**src/rtl/core/dlq_pkg.sv**
```systemverilog
`timescale 1ns / 1ps
`default_nettype none
// ----------------------------------------------------------------------------
// Delta-list timer queue package
// Shared entry layout, cell operation codes, function and status codes.
// ----------------------------------------------------------------------------
package dlq_pkg;

  localparam int DELTA_W = 32;
  localparam int ID_W    = 16;

  typedef enum logic [1:0] {
    FUNC_TICK     = 2'd0,
    FUNC_ADD      = 2'd1,
    FUNC_DELETE   = 2'd2,
    FUNC_DISPATCH = 2'd3
  } func_t;

  typedef enum logic [1:0] {
    ST_OK        = 2'd0,
    ST_NOT_FOUND = 2'd1,
    ST_FULL      = 2'd2,
    ST_NOT_READY = 2'd3
  } status_t;

  // Per-cell operation code.
  typedef enum logic [2:0] {
    OP_HOLD       = 3'd0,
    OP_TICK       = 3'd1,
    OP_LOAD_LEFT  = 3'd2,
    OP_LOAD_RIGHT = 3'd3,
    OP_LOAD_NEW   = 3'd4,
    OP_FOLD       = 3'd5,
    OP_SET_DELTA  = 3'd6
  } cell_op_t;

  typedef struct packed {
    logic               used;
    logic               ready;
    logic [DELTA_W-1:0] delta;
    logic [DELTA_W-1:0] period;
    logic [ID_W-1:0]    id;
  } entry_t;

  typedef struct packed {
    cell_op_t           op;
    logic [DELTA_W-1:0] set_delta;
  } cell_ctl_t;

endpackage : dlq_pkg
`default_nettype wire

```
**src/rtl/core/dlq_cell.sv**
```systemverilog
`timescale 1ns / 1ps
`default_nettype none
// ----------------------------------------------------------------------------
// Delta-list timer queue cell
// Holds one queue entry; can shift from either neighbour, load a new entry, count down, set its delay, or
// fold the delay of a removed entry into its right neighbour.
// ----------------------------------------------------------------------------
module dlq_cell #(
  parameter int HANDLE_BITS = 8
) (
  input  wire logic                   clk,
  input  wire logic                   rst,
  input  wire dlq_pkg::cell_ctl_t     ctl,
  input  wire dlq_pkg::entry_t        left,
  input  wire logic [HANDLE_BITS-1:0] left_handle,
  input  wire dlq_pkg::entry_t        right,
  input  wire logic [HANDLE_BITS-1:0] right_handle,
  input  wire dlq_pkg::entry_t        fresh,
  input  wire logic [HANDLE_BITS-1:0] fresh_handle,
  output dlq_pkg::entry_t             q,
  output logic [HANDLE_BITS-1:0]      q_handle
);
  import dlq_pkg::*;

  entry_t                 q_next;
  logic [HANDLE_BITS-1:0] handle_next;
  logic [DELTA_W:0]       fold_sum;
  logic [DELTA_W-1:0]     dec;

  always_comb begin
    q_next      = q;
    handle_next = q_handle;
    fold_sum    = {1'b0, right.delta} + {1'b0, q.delta};
    dec         = (q.delta != '0) ? q.delta - 1'b1 : q.delta;
    unique case (ctl.op)
      OP_HOLD: begin
      end
      OP_TICK: begin
        if (q.used && !q.ready) begin
          q_next.delta = dec;
          q_next.ready = (dec == '0);
        end
      end
      OP_LOAD_LEFT: begin
        q_next      = left;
        handle_next = left_handle;
      end
      OP_LOAD_RIGHT: begin
        q_next      = right;
        handle_next = right_handle;
      end
      OP_LOAD_NEW: begin
        q_next      = fresh;
        handle_next = fresh_handle;
      end
      OP_FOLD: begin
        // This entry leaves; its delay moves into the one that takes its place.
        q_next      = right;
        handle_next = right_handle;
        if (right.used) begin
          q_next.delta = fold_sum[DELTA_W] ? {DELTA_W{1'b1}} : fold_sum[DELTA_W-1:0];
          q_next.ready = right.ready && (q.delta == '0);
        end
      end
      OP_SET_DELTA: begin
        q_next.delta = ctl.set_delta;
      end
      default: begin
      end
    endcase
  end

  always_ff @(posedge clk) begin
    if (rst) begin
      q        <= '0;
      q_handle <= '0;
    end else begin
      q        <= q_next;
      q_handle <= handle_next;
    end
  end

endmodule : dlq_cell
`default_nettype wire

```
**config.mk**
```make
export PLATFORM = sky130hd
export DESIGN_NAME = dlq_cell
export DESIGN_NICKNAME = d
export VERILOG_FILES = /design/src/rtl/core/dlq_pkg.sv /design/src/rtl/core/dlq_cell.sv
export SDC_FILE = /design/constraint.sdc
export NUM_CORES = 1
export LEC_CHECK = 0
export BUFFER_PORTS_ARGS = -buffer_cell sky130_fd_sc_hd__clkbuf_2
export CORE_AREA = 2 2 210 161
export DETAILED_ROUTE_END_ITERATION = 16
export DIE_AREA = 0 0 212 163
export GPL_TIMING_DRIVEN = 0
export PLACE_DENSITY = 0.49
export SYNTH_ARGS = -nofsm -noshare
export SYNTH_HDL_FRONTEND = slang
export SYNTH_SLANG_ARGS = --single-unit
```
**constraint.sdc**
```tcl
create_clock -name clk -period 3.88 [get_ports clk]
set_input_delay 0.388 -clock clk [delete_from_list [all_inputs] [get_ports clk]]
set_output_delay 0.388 -clock clk [all_outputs]
set_load 0.1 [all_outputs]
```
Word level (Yosys, flattened, before mapping)
Cells that the tools add are included.

word-level totals
  bits in registers = 90
  latch bits = 0
  bits in writable memories = 0
  ROM bits = 0
  input bits = 307
  output and inout bits = 90
  logic and storage cells = 36
  memories = 0

cells by class
  add/subtract/negate cells = 2
  multipliers = 0
  divide/modulo/power cells = 0
  magnitude comparators = 0
  equal/unequal tests = 7
  shift operators = 0
  mux-type cells = 9
  bitwise operators = 0
  reductions and logical operators = 12

operator list
  kind                   number
  $pmux 32 s6            1
  $pmux 48 s3            1
  $mux 33                2
  $logic_not 32->1       2
  $mux 32                2
  $add 32x32->33         1
  $reduce_bool 32->1     1
  $sub 32x1->32 const B  1
  $pmux 8 s3             1
  $eq 3x3->1 const B     3
  $eq 3x2->1 const B     2
  $reduce_bool 6->1      1
  $pmux 1 s5             1
  $reduce_bool 5->1      1
  $reduce_and 2->1       2
  $eq 3x1->1 const B     1
  $pmux 1 s3             1
  $reduce_bool 3->1      1
  $logic_and 1x1->1      2
  $ne 2x2->1 const B     1
  $reduce_or 2->1        1
  $logic_not 1->1        1

Logic depth before layout (Yosys ltp)
Gate-level depths: netlist (run 1).

  depth after elaboration = 5
  depth in mapped cells = 13

Worst setup path after synthesis (run 1)
Ideal clock, no wire load.

  path type = register to register
  start point = register q[65] in the netlist's numbering
  end point = register q[73] in the netlist's numbering
  arrival = 3.622 ns
  data required time = 3.758 ns
  path slack = 0.136 ns
  cell stages (with the launch flop) = 12
  path buffers = 3
  clock period less this slack = 3.744 ns
  cell sequence = dfxtp_1 > ha_1 > clkbuf_1 > a21oi_1 > o21ai_0 > or3_1 > a311oi_1 > nor2_1 > a211o_1 > clkbuf_1 > clkbuf_1 > o311a_1

between the ends
  cells in the longest elaborated chain, start to end = 4
  elaborated cells on any way between the ends = 8
  classes of those cells = add/sub (2); mux (5); reduce/logical (1)

RTL lines
  element                                       RTL line                        text
  start, declared                               dlq_cell.sv:20                  output dlq_pkg::entry_t q,
  start signal, assigned                        dlq_cell.sv:78                  q <= q_next;
  $add 32x32->33, or another cell as far along  dlq_cell.sv:33                  fold_sum = {1'b0, right.delta} + {1'b0, q.delta};
  $mux 32 (on tied branches)                    dlq_cell.sv:61, dlq_cell.sv:34
  $mux 33 (on tied branches)                    dlq_cell.sv:60, dlq_cell.sv:39
  $pmux 32 s6 (*)                               dlq_cell.sv:35                  unique case (ctl.op)

Every way passes the cells marked *; elsewhere a longest branch is shown, timed or not. The select of a mux whose other input is x is not followed.
A chain may end at the register's enable or synchronous reset.

Worst setup path in the final report (run 1)
  start point = register q[48] in the netlist's numbering
  end point = register q[73] in the netlist's numbering

Same word-level chain as after synthesis.

==> impl_results.md, run 1 <==
- Ant. Diodes: 0
- DPL Wire Length: ~40,000 µm
- WL met3: 4340 µm
- Final worst path period need: 3.74 ns
- Avg Cell Area, Syn: 6.75 µm²
- Htree depth: 3
- Largest net degree at the start of global routing: 16
- Cells after Synth: roughly 1.2k
- Max frequency: between 200 and 300 MHz
- Hold Crit Start: right[26]
- TritonCTS clock tree: done
- Most numerous cell in the Yosys netlist: a21oi_1
- Post-synth EDFFs: 0
- FF-to-FF path depth: 12
- Core area: 32,700 µm²
- Setup TNS: 0 ns
- Fin crit share: 0.963
- R2R Setup Slk: 0.14 ns
- Synthesized cell area: approximately 8300 µm²
- WP data arrival: 4.01 ns
- Critical R2R Launch: q[48]
- First-pass GRT wire length: 70,500 µm
- Crit path capture type: flop
- Die H: approximately 160 µm
- I/O pin cnt: roughly 400
- Min Hold Slack: between 0.3 and 0.4 ns
- Share of layout cells above drive strength 1: 0.281
- Worst slew margin: 0.0310
- Max-Cap Viols: 0
- Flops & latches, synth: 90
- Setup Crit Path Kind: reg -> reg
- Tightest Pin Transition: 1.45 ns
- Vias in the first global route: 10.6k
- Area share of the largest cell type after synthesis: 0.216
- Routed via count: approximately 12k
- Drt pass-1 iters: 5
- Endpoints failing hold: 0
- Port buffer count: 393
- Final Slew Violations: 0
- Total power draw: between 4 and 5 mW
- DRC viols: 0
- Antenna violations before repair: 2
- DRT antenna net count: 0
- Finished Cell Area: 11,200 µm²
- Chip Width: ~210 µm
- Unrepaired setup endpoints after global routing: no
- Netlist cell types: 71
- Post-Route WL: between 50,000 and 60,000 µm
- Reg clk slew, reported paths: 0.07 ns
- Critical path peak fanout: 10
- Setup Skew: 0.0100 ns
- Yosys top cell by area: dfxtp_1
- Area Growth Syn to Fin: 34.7%
- Worst VDD drop: roughly 0.22 mV
- Bufs on Longest Clock Path: 2
- Cts hold-fix bufs: 0
- Root Buffer Master: clkbuf_16
- CTS Buf Count: 9
- Met1 WL: 23,500 µm
- Skew-Pair Late Insertion Delay: 0.39 ns
- Rows: 58
- DR WL met2: roughly 21,000 µm
- FFs w/ async S/R, synth: 0
- PwrDens: roughly 380 nW/µm²
- Iter 0 DRT Violations: 1,170
- Hold Path Class: in -> reg
- Total gr overflow: 0
- Syn_nets: between 1.5k and 2k
- Placed cell area: about 11,000 µm²
- Detailed-route wire length per cell: between 20 and 25 µm
- CP required: 4.15 ns
- # clock sinks: 90
- Crit start category: flop
- Initial Util: 0.255
- Commonest cells in the netlist: a21oi_1, nand2_1, nor2_1, clkbuf_1, dfxtp_1
- Sequential area share after synthesis: 0.216
- Placed Cells incl. Taps: between 2k and 2.5k
- Drt via density: between 5 and 6
- Final Net Count: approximately 2.0k
- Syn. warnings: 0
- Layout Cells excl Fill: about 2.1k
- Critical R2R Capture: q[73]
- Post-synth top flop: dfxtp_1
- Leak: between 5 and 6 nW
- Status: complete, no violations
- Total GRT Usage: 0.280
- Hold endpoint: q[26]
- Synth area leaders: dfxtp_1, a21oi_1, nand2_1
- Final setup viols: 0
- Max layer used: met5
- DIE AREA: ~35,000 µm²
- Final RePlAce weighted congestion: around 1
- Hold Crit Depth: 3
## worst max-delay path by stage
| stage | start | endpoint | slack [ns] | cells past startpoint |
|---|---|---|---|---|
| finish | q[48] | q[73] | 0.14 | 12 |
| global route | q[48] | q[55] | 0.007 | 13 |
| CTS | q[48] | q[64] | 0.01 | 13 |
| detailed placement | right[48] | q[68] | -0.77 | 13 |
| global placement | right[48] | q[73] | -0.74 | 12 |
| floorplan | q[65] | q[73] | 0.14 | 11 |
## registers in the layout (all words and copies together) (netlist names)
name / flops
q: 82
q_handle: 8
## worst max-delay path, stage by stage (launching register included)
cell and delay (ns):
dfxtp_1 0.40, ha_1 0.28, fa_1 0.45, a211o_1 0.36, a21oi_2 0.24, a21oi_2 0.15, a311oi_2 0.26, buf_4 0.17
nor2_1 0.08, a211o_1 0.35, buf_4 0.24, clkbuf_4 0.25, o311a_1 0.37
## power by group
part | internal [mW] | switching [mW] | leakage (nW)
clock | 0.518 | 0.437 | 0.149
combinational | 0.604 | 1.57 | 4.17
sequential | 1.01 | 0.125 | 0.748
## logic make-up (layout without fill, tap and decap cells)
| group | count (synthesis) | in the layout | share of synthesized area |
|---|---|---|---|
| XOR/XNOR | 47 | 47 | 0.0494 |
| AND/OR/NAND/NOR | 413 | 413 | 0.231 |
| adder cells (fa/ha/maj) | 35 | 35 | 0.0534 |
| buffers and inverters | 125 | 535 | 0.0576 |
| AO/OA/AOI/OAI | 505 | 505 | 0.365 |
| flip-flops | 90 | 90 | 0.216 |
| multiplexers | 21 | 21 | 0.0279 |
## layout make-up
class                   count  area (µm²)
repair buffers            394        1970
clock inverters             6        65.1
inverters                  19        71.3
flip-flops and latches     90        1810
clock buffers              10         239
plain buffers             106         433
multi-input cells        1021        6080
well taps                 450         563
fillers                  3685       21500
## routing by layer
metal  up-vias  global-route usage
met5         -              0.0201
met4         2              0.0685
met3        48              0.0532
met2       590               0.409
met1      5576               0.415
li1       5412                   -
## per-stage QoR
step | worst slack (ns) | utilization
2_1_floorplan | 0.136 | -
3_3_place_gp | -0.740 | 0.332
3_5_place_dp | -0.767 | 0.332
4_1_cts | 0.0104 | 0.342
5_1_grt | 0.00698 | 0.343
6_report | 0.143 | 0.343
## cells in the final DEF, fill, tap and decap left out, types with 6 or more instances in the layout
master / count
a211oi_1: 16
a21o_1: 15
a21oi_1: 268
a221oi_1: 12
a22oi_1: 6
a31oi_1: 14
and3_1: 7
buf_1: 6
clkbuf_1: 89
clkbuf_16: 9
clkbuf_2: 396
dfxtp_1: 87
ha_1: 34
inv_1: 18
mux2_2: 18
nand2_1: 120
nand2b_1: 6
nand3_1: 11
nand4_1: 11
nor2_1: 117
nor2b_1: 7
nor3_1: 84
nor4_1: 7
o21a_1: 6
o21ai_0: 44
o21ai_1: 7
o21bai_1: 10
o221ai_1: 20
o22ai_1: 32
o31ai_1: 6
or3_1: 11
or4_1: 7
xnor2_1: 24
xor2_1: 23
## repair_timing
action,CTS,global route
setup buffers,1,0
cloned,0,0
pin swaps,1,0
setup endpoints to repair,31,23
gates resized for setup,7,15
(Power assumes the default switching activity.)
==> run 2: changes to the inputs <==
CORE_AREA = 3 3 211 162   (was 2 2 210 161)
DIE_AREA = 0 0 214 165   (was 0 0 212 163)
==> run 2 against run 1 <==
Against the previous run: cell count down 0.33%; core utilization rose by 0.42 points; first-iteration DRC count shrank 2.6%; clock power decreased by 8.7%; register-to-register slack is essentially flat; setup slack got worse by 0.10 ns; clock skew fell by 0.0016 ns; sequential cell count unchanged; clock-buffer cell count fell by 1; critical path depth shrank 4; die area is 2.2% higher.
==> impl_results.md, run 2 (synthesis gave the netlist of run 1 again) <==
- Fin crit share: 0.989
- Skew-Pair Late Insertion Delay: between 0.3 and 0.4 ns
- TritonCTS clock tree: done
- Core area: ~32,000 µm²
- Reg clk slew, reported paths: roughly 0.080 ns
- Area of the multi-input gates: approximately 6100 µm²
- Share of layout cells above drive strength 1: 0.279
- Final setup viols: 0
- Antenna violations before repair: 1
- DIE AREA: between 30,000 and 40,000 µm²
- Iter 0 DRT Violations: 1,140
- Max frequency: 260 MHz
- Max-Cap Viols: 0
- Bufs on Longest Clock Path: 2
- DRT antenna net count: 0
- Final Slew Violations: 0
- CP required: around 4 ns
- Rows: 57
- Layout fillers: around 3.6k
- Max incr delay on CP: between 0.8 and 0.9 ns
- Critical path peak fanout: 10
- Port buffer count: just under 400
- Critical R2R Launch: q[48]
- Routed via count: roughly 12k
- Reg area: around 1800 µm²
- Leak: between 5 and 6 nW
- Endpoints failing hold: 0
- Hold Crit Depth: 3
- Worst slew margin: 0.124
- Cts hold-fix bufs: 0
- Min Hold Slack: between 0.3 and 0.4 ns
- Worst VDD drop: roughly 0.19 mV
- Largest net degree at the start of global routing: 16
- Hold Path Class: in -> reg
- DRC viols: 0
- Setup Crit Path Kind: in -> reg
- Drt pass-1 iters: 6
- WP data arrival: 4.04 ns
- Hold Crit Start: right[47]
- Detailed-route wire length per cell: 24.3 µm
- R2R Setup Slk: ~0.15 ns
- Hold endpoint: q[47]
- Final RePlAce weighted congestion: about 0.99
- Htree depth: 3
- Status: complete, no violations
- Largest Register: q
- Critical R2R Capture: q[80]
- Final Net Count: 1,983
- Initial Util: 0.259
- PwrDens: ~370 nW/µm²
- Unrepaired setup endpoints after global routing: no
- Post-layout util: 0.347
- Most frequent cells in the layout: clkbuf_2, a21oi_1, nand2_1, nor2_1, clkbuf_1
- CP dominant cell by count: clkbuf_1
- Drt via density: 5.57
- Crit path capture type: flop
- FF-to-FF path depth: 12
- Total gr overflow: 0
- Layout Cells excl Fill: 2,089
- Vias in the first global route: approximately 11k
- Post-Route WL: roughly 51,000 µm
- Crit start category: primary input
- Most common cell after layout, fill and taps aside: clkbuf_2
- Setup TNS: 0 ns
- CTS Buf Count: 9
- First-pass GRT wire length: roughly 72,000 µm
- Root Buffer Master: clkbuf_16
- Total GRT Usage: 0.272
- Area Growth Syn to Fin: 34.0%
- Placed Cells incl. Taps: approximately 2.1k
- Chip Width: 214 µm
- Biggest regs: q x82, q_handle x8
- Die H: 165 µm
- Setup Skew: 0.00846 ns
- Tightest Pin Transition: between 1 and 1.5 ns
- Final worst path period need: between 3 and 4 ns
- I/O pin cnt: between 300 and 400
- # clock sinks: 90
- DPL Wire Length: a little over 40,000 µm
- Max reg flops: between 80 and 90
- CP cell instances: clkbuf_2 -> clkbuf_1 -> clkbuf_1 -> clkbuf_1 -> buf_1 -> nor2_1 -> a211oi_1 -> a221oi_1
- Worst-path cell with the longest stage delay: clkbuf_1
## run 2: cell type report
cell class / count / area share
clock buffers: 9 / 0.0202
clock inverters: 7 / 0.00403
repair buffers: 394 / 0.177
inverters: 19 / 0.00638
diodes: 1 / 0.000224
multi-input cells: 1021 / 0.544
well taps: 442 / 0.0495
plain buffers: 106 / 0.0378
flip-flops and latches: 90 / 0.161
## run 2: worst max path at each step
stage            end  depth (start not counted)       from
2_1_floorplan  q[73]                         11      q[65]
3_3_place_gp   q[73]                         12  right[48]
3_5_place_dp   q[73]                         12  right[48]
4_1_cts        q[73]                         12      q[48]
5_1_grt        q[64]                         13      q[65]
6_report       q[72]                          8    ctl[34]
## run 2: stage by stage
step / area, µm² / power, mW / setup slack (ns)
final: 11200 / 4.18 / 0.0408
after global placement: 10900 / 3.27 / -0.683
after detailed placement: 10900 / 3.27 / -0.677
after floorplan: 8340 / 2.61 / 0.136
after global routing: 11200 / 4.37 / 0.0309
after CTS: 11100 / 4.15 / 0.000322
## run 2: worst max-delay path: cells and delay by family
family | cells | cell delay (ns)
compound gates | 2 | 0.60
simple gates | 1 | 0.12
buf+inv | 5 | 2.91
## run 2: power breakdown
group          internal [mW]  switching, mW
clock                  0.434          0.438
sequential              1.01          0.128
combinational          0.602           1.57
total                   2.05           2.13
## run 2: repair_timing
action / 4_1_cts / 5_1_grt
buffers inserted: 1 / 0
resized for setup: 4 / 14
setup endpoints to repair: 29 / 29
pin swaps: 1 / 0
## run 2: layer usage
layer | global-route usage | share of wire
met5 | 0 | 0
met4 | 0.0596 | 0.016
met3 | 0.0548 | 0.093
met2 | 0.405 | 0.42
met1 | 0.402 | 0.47
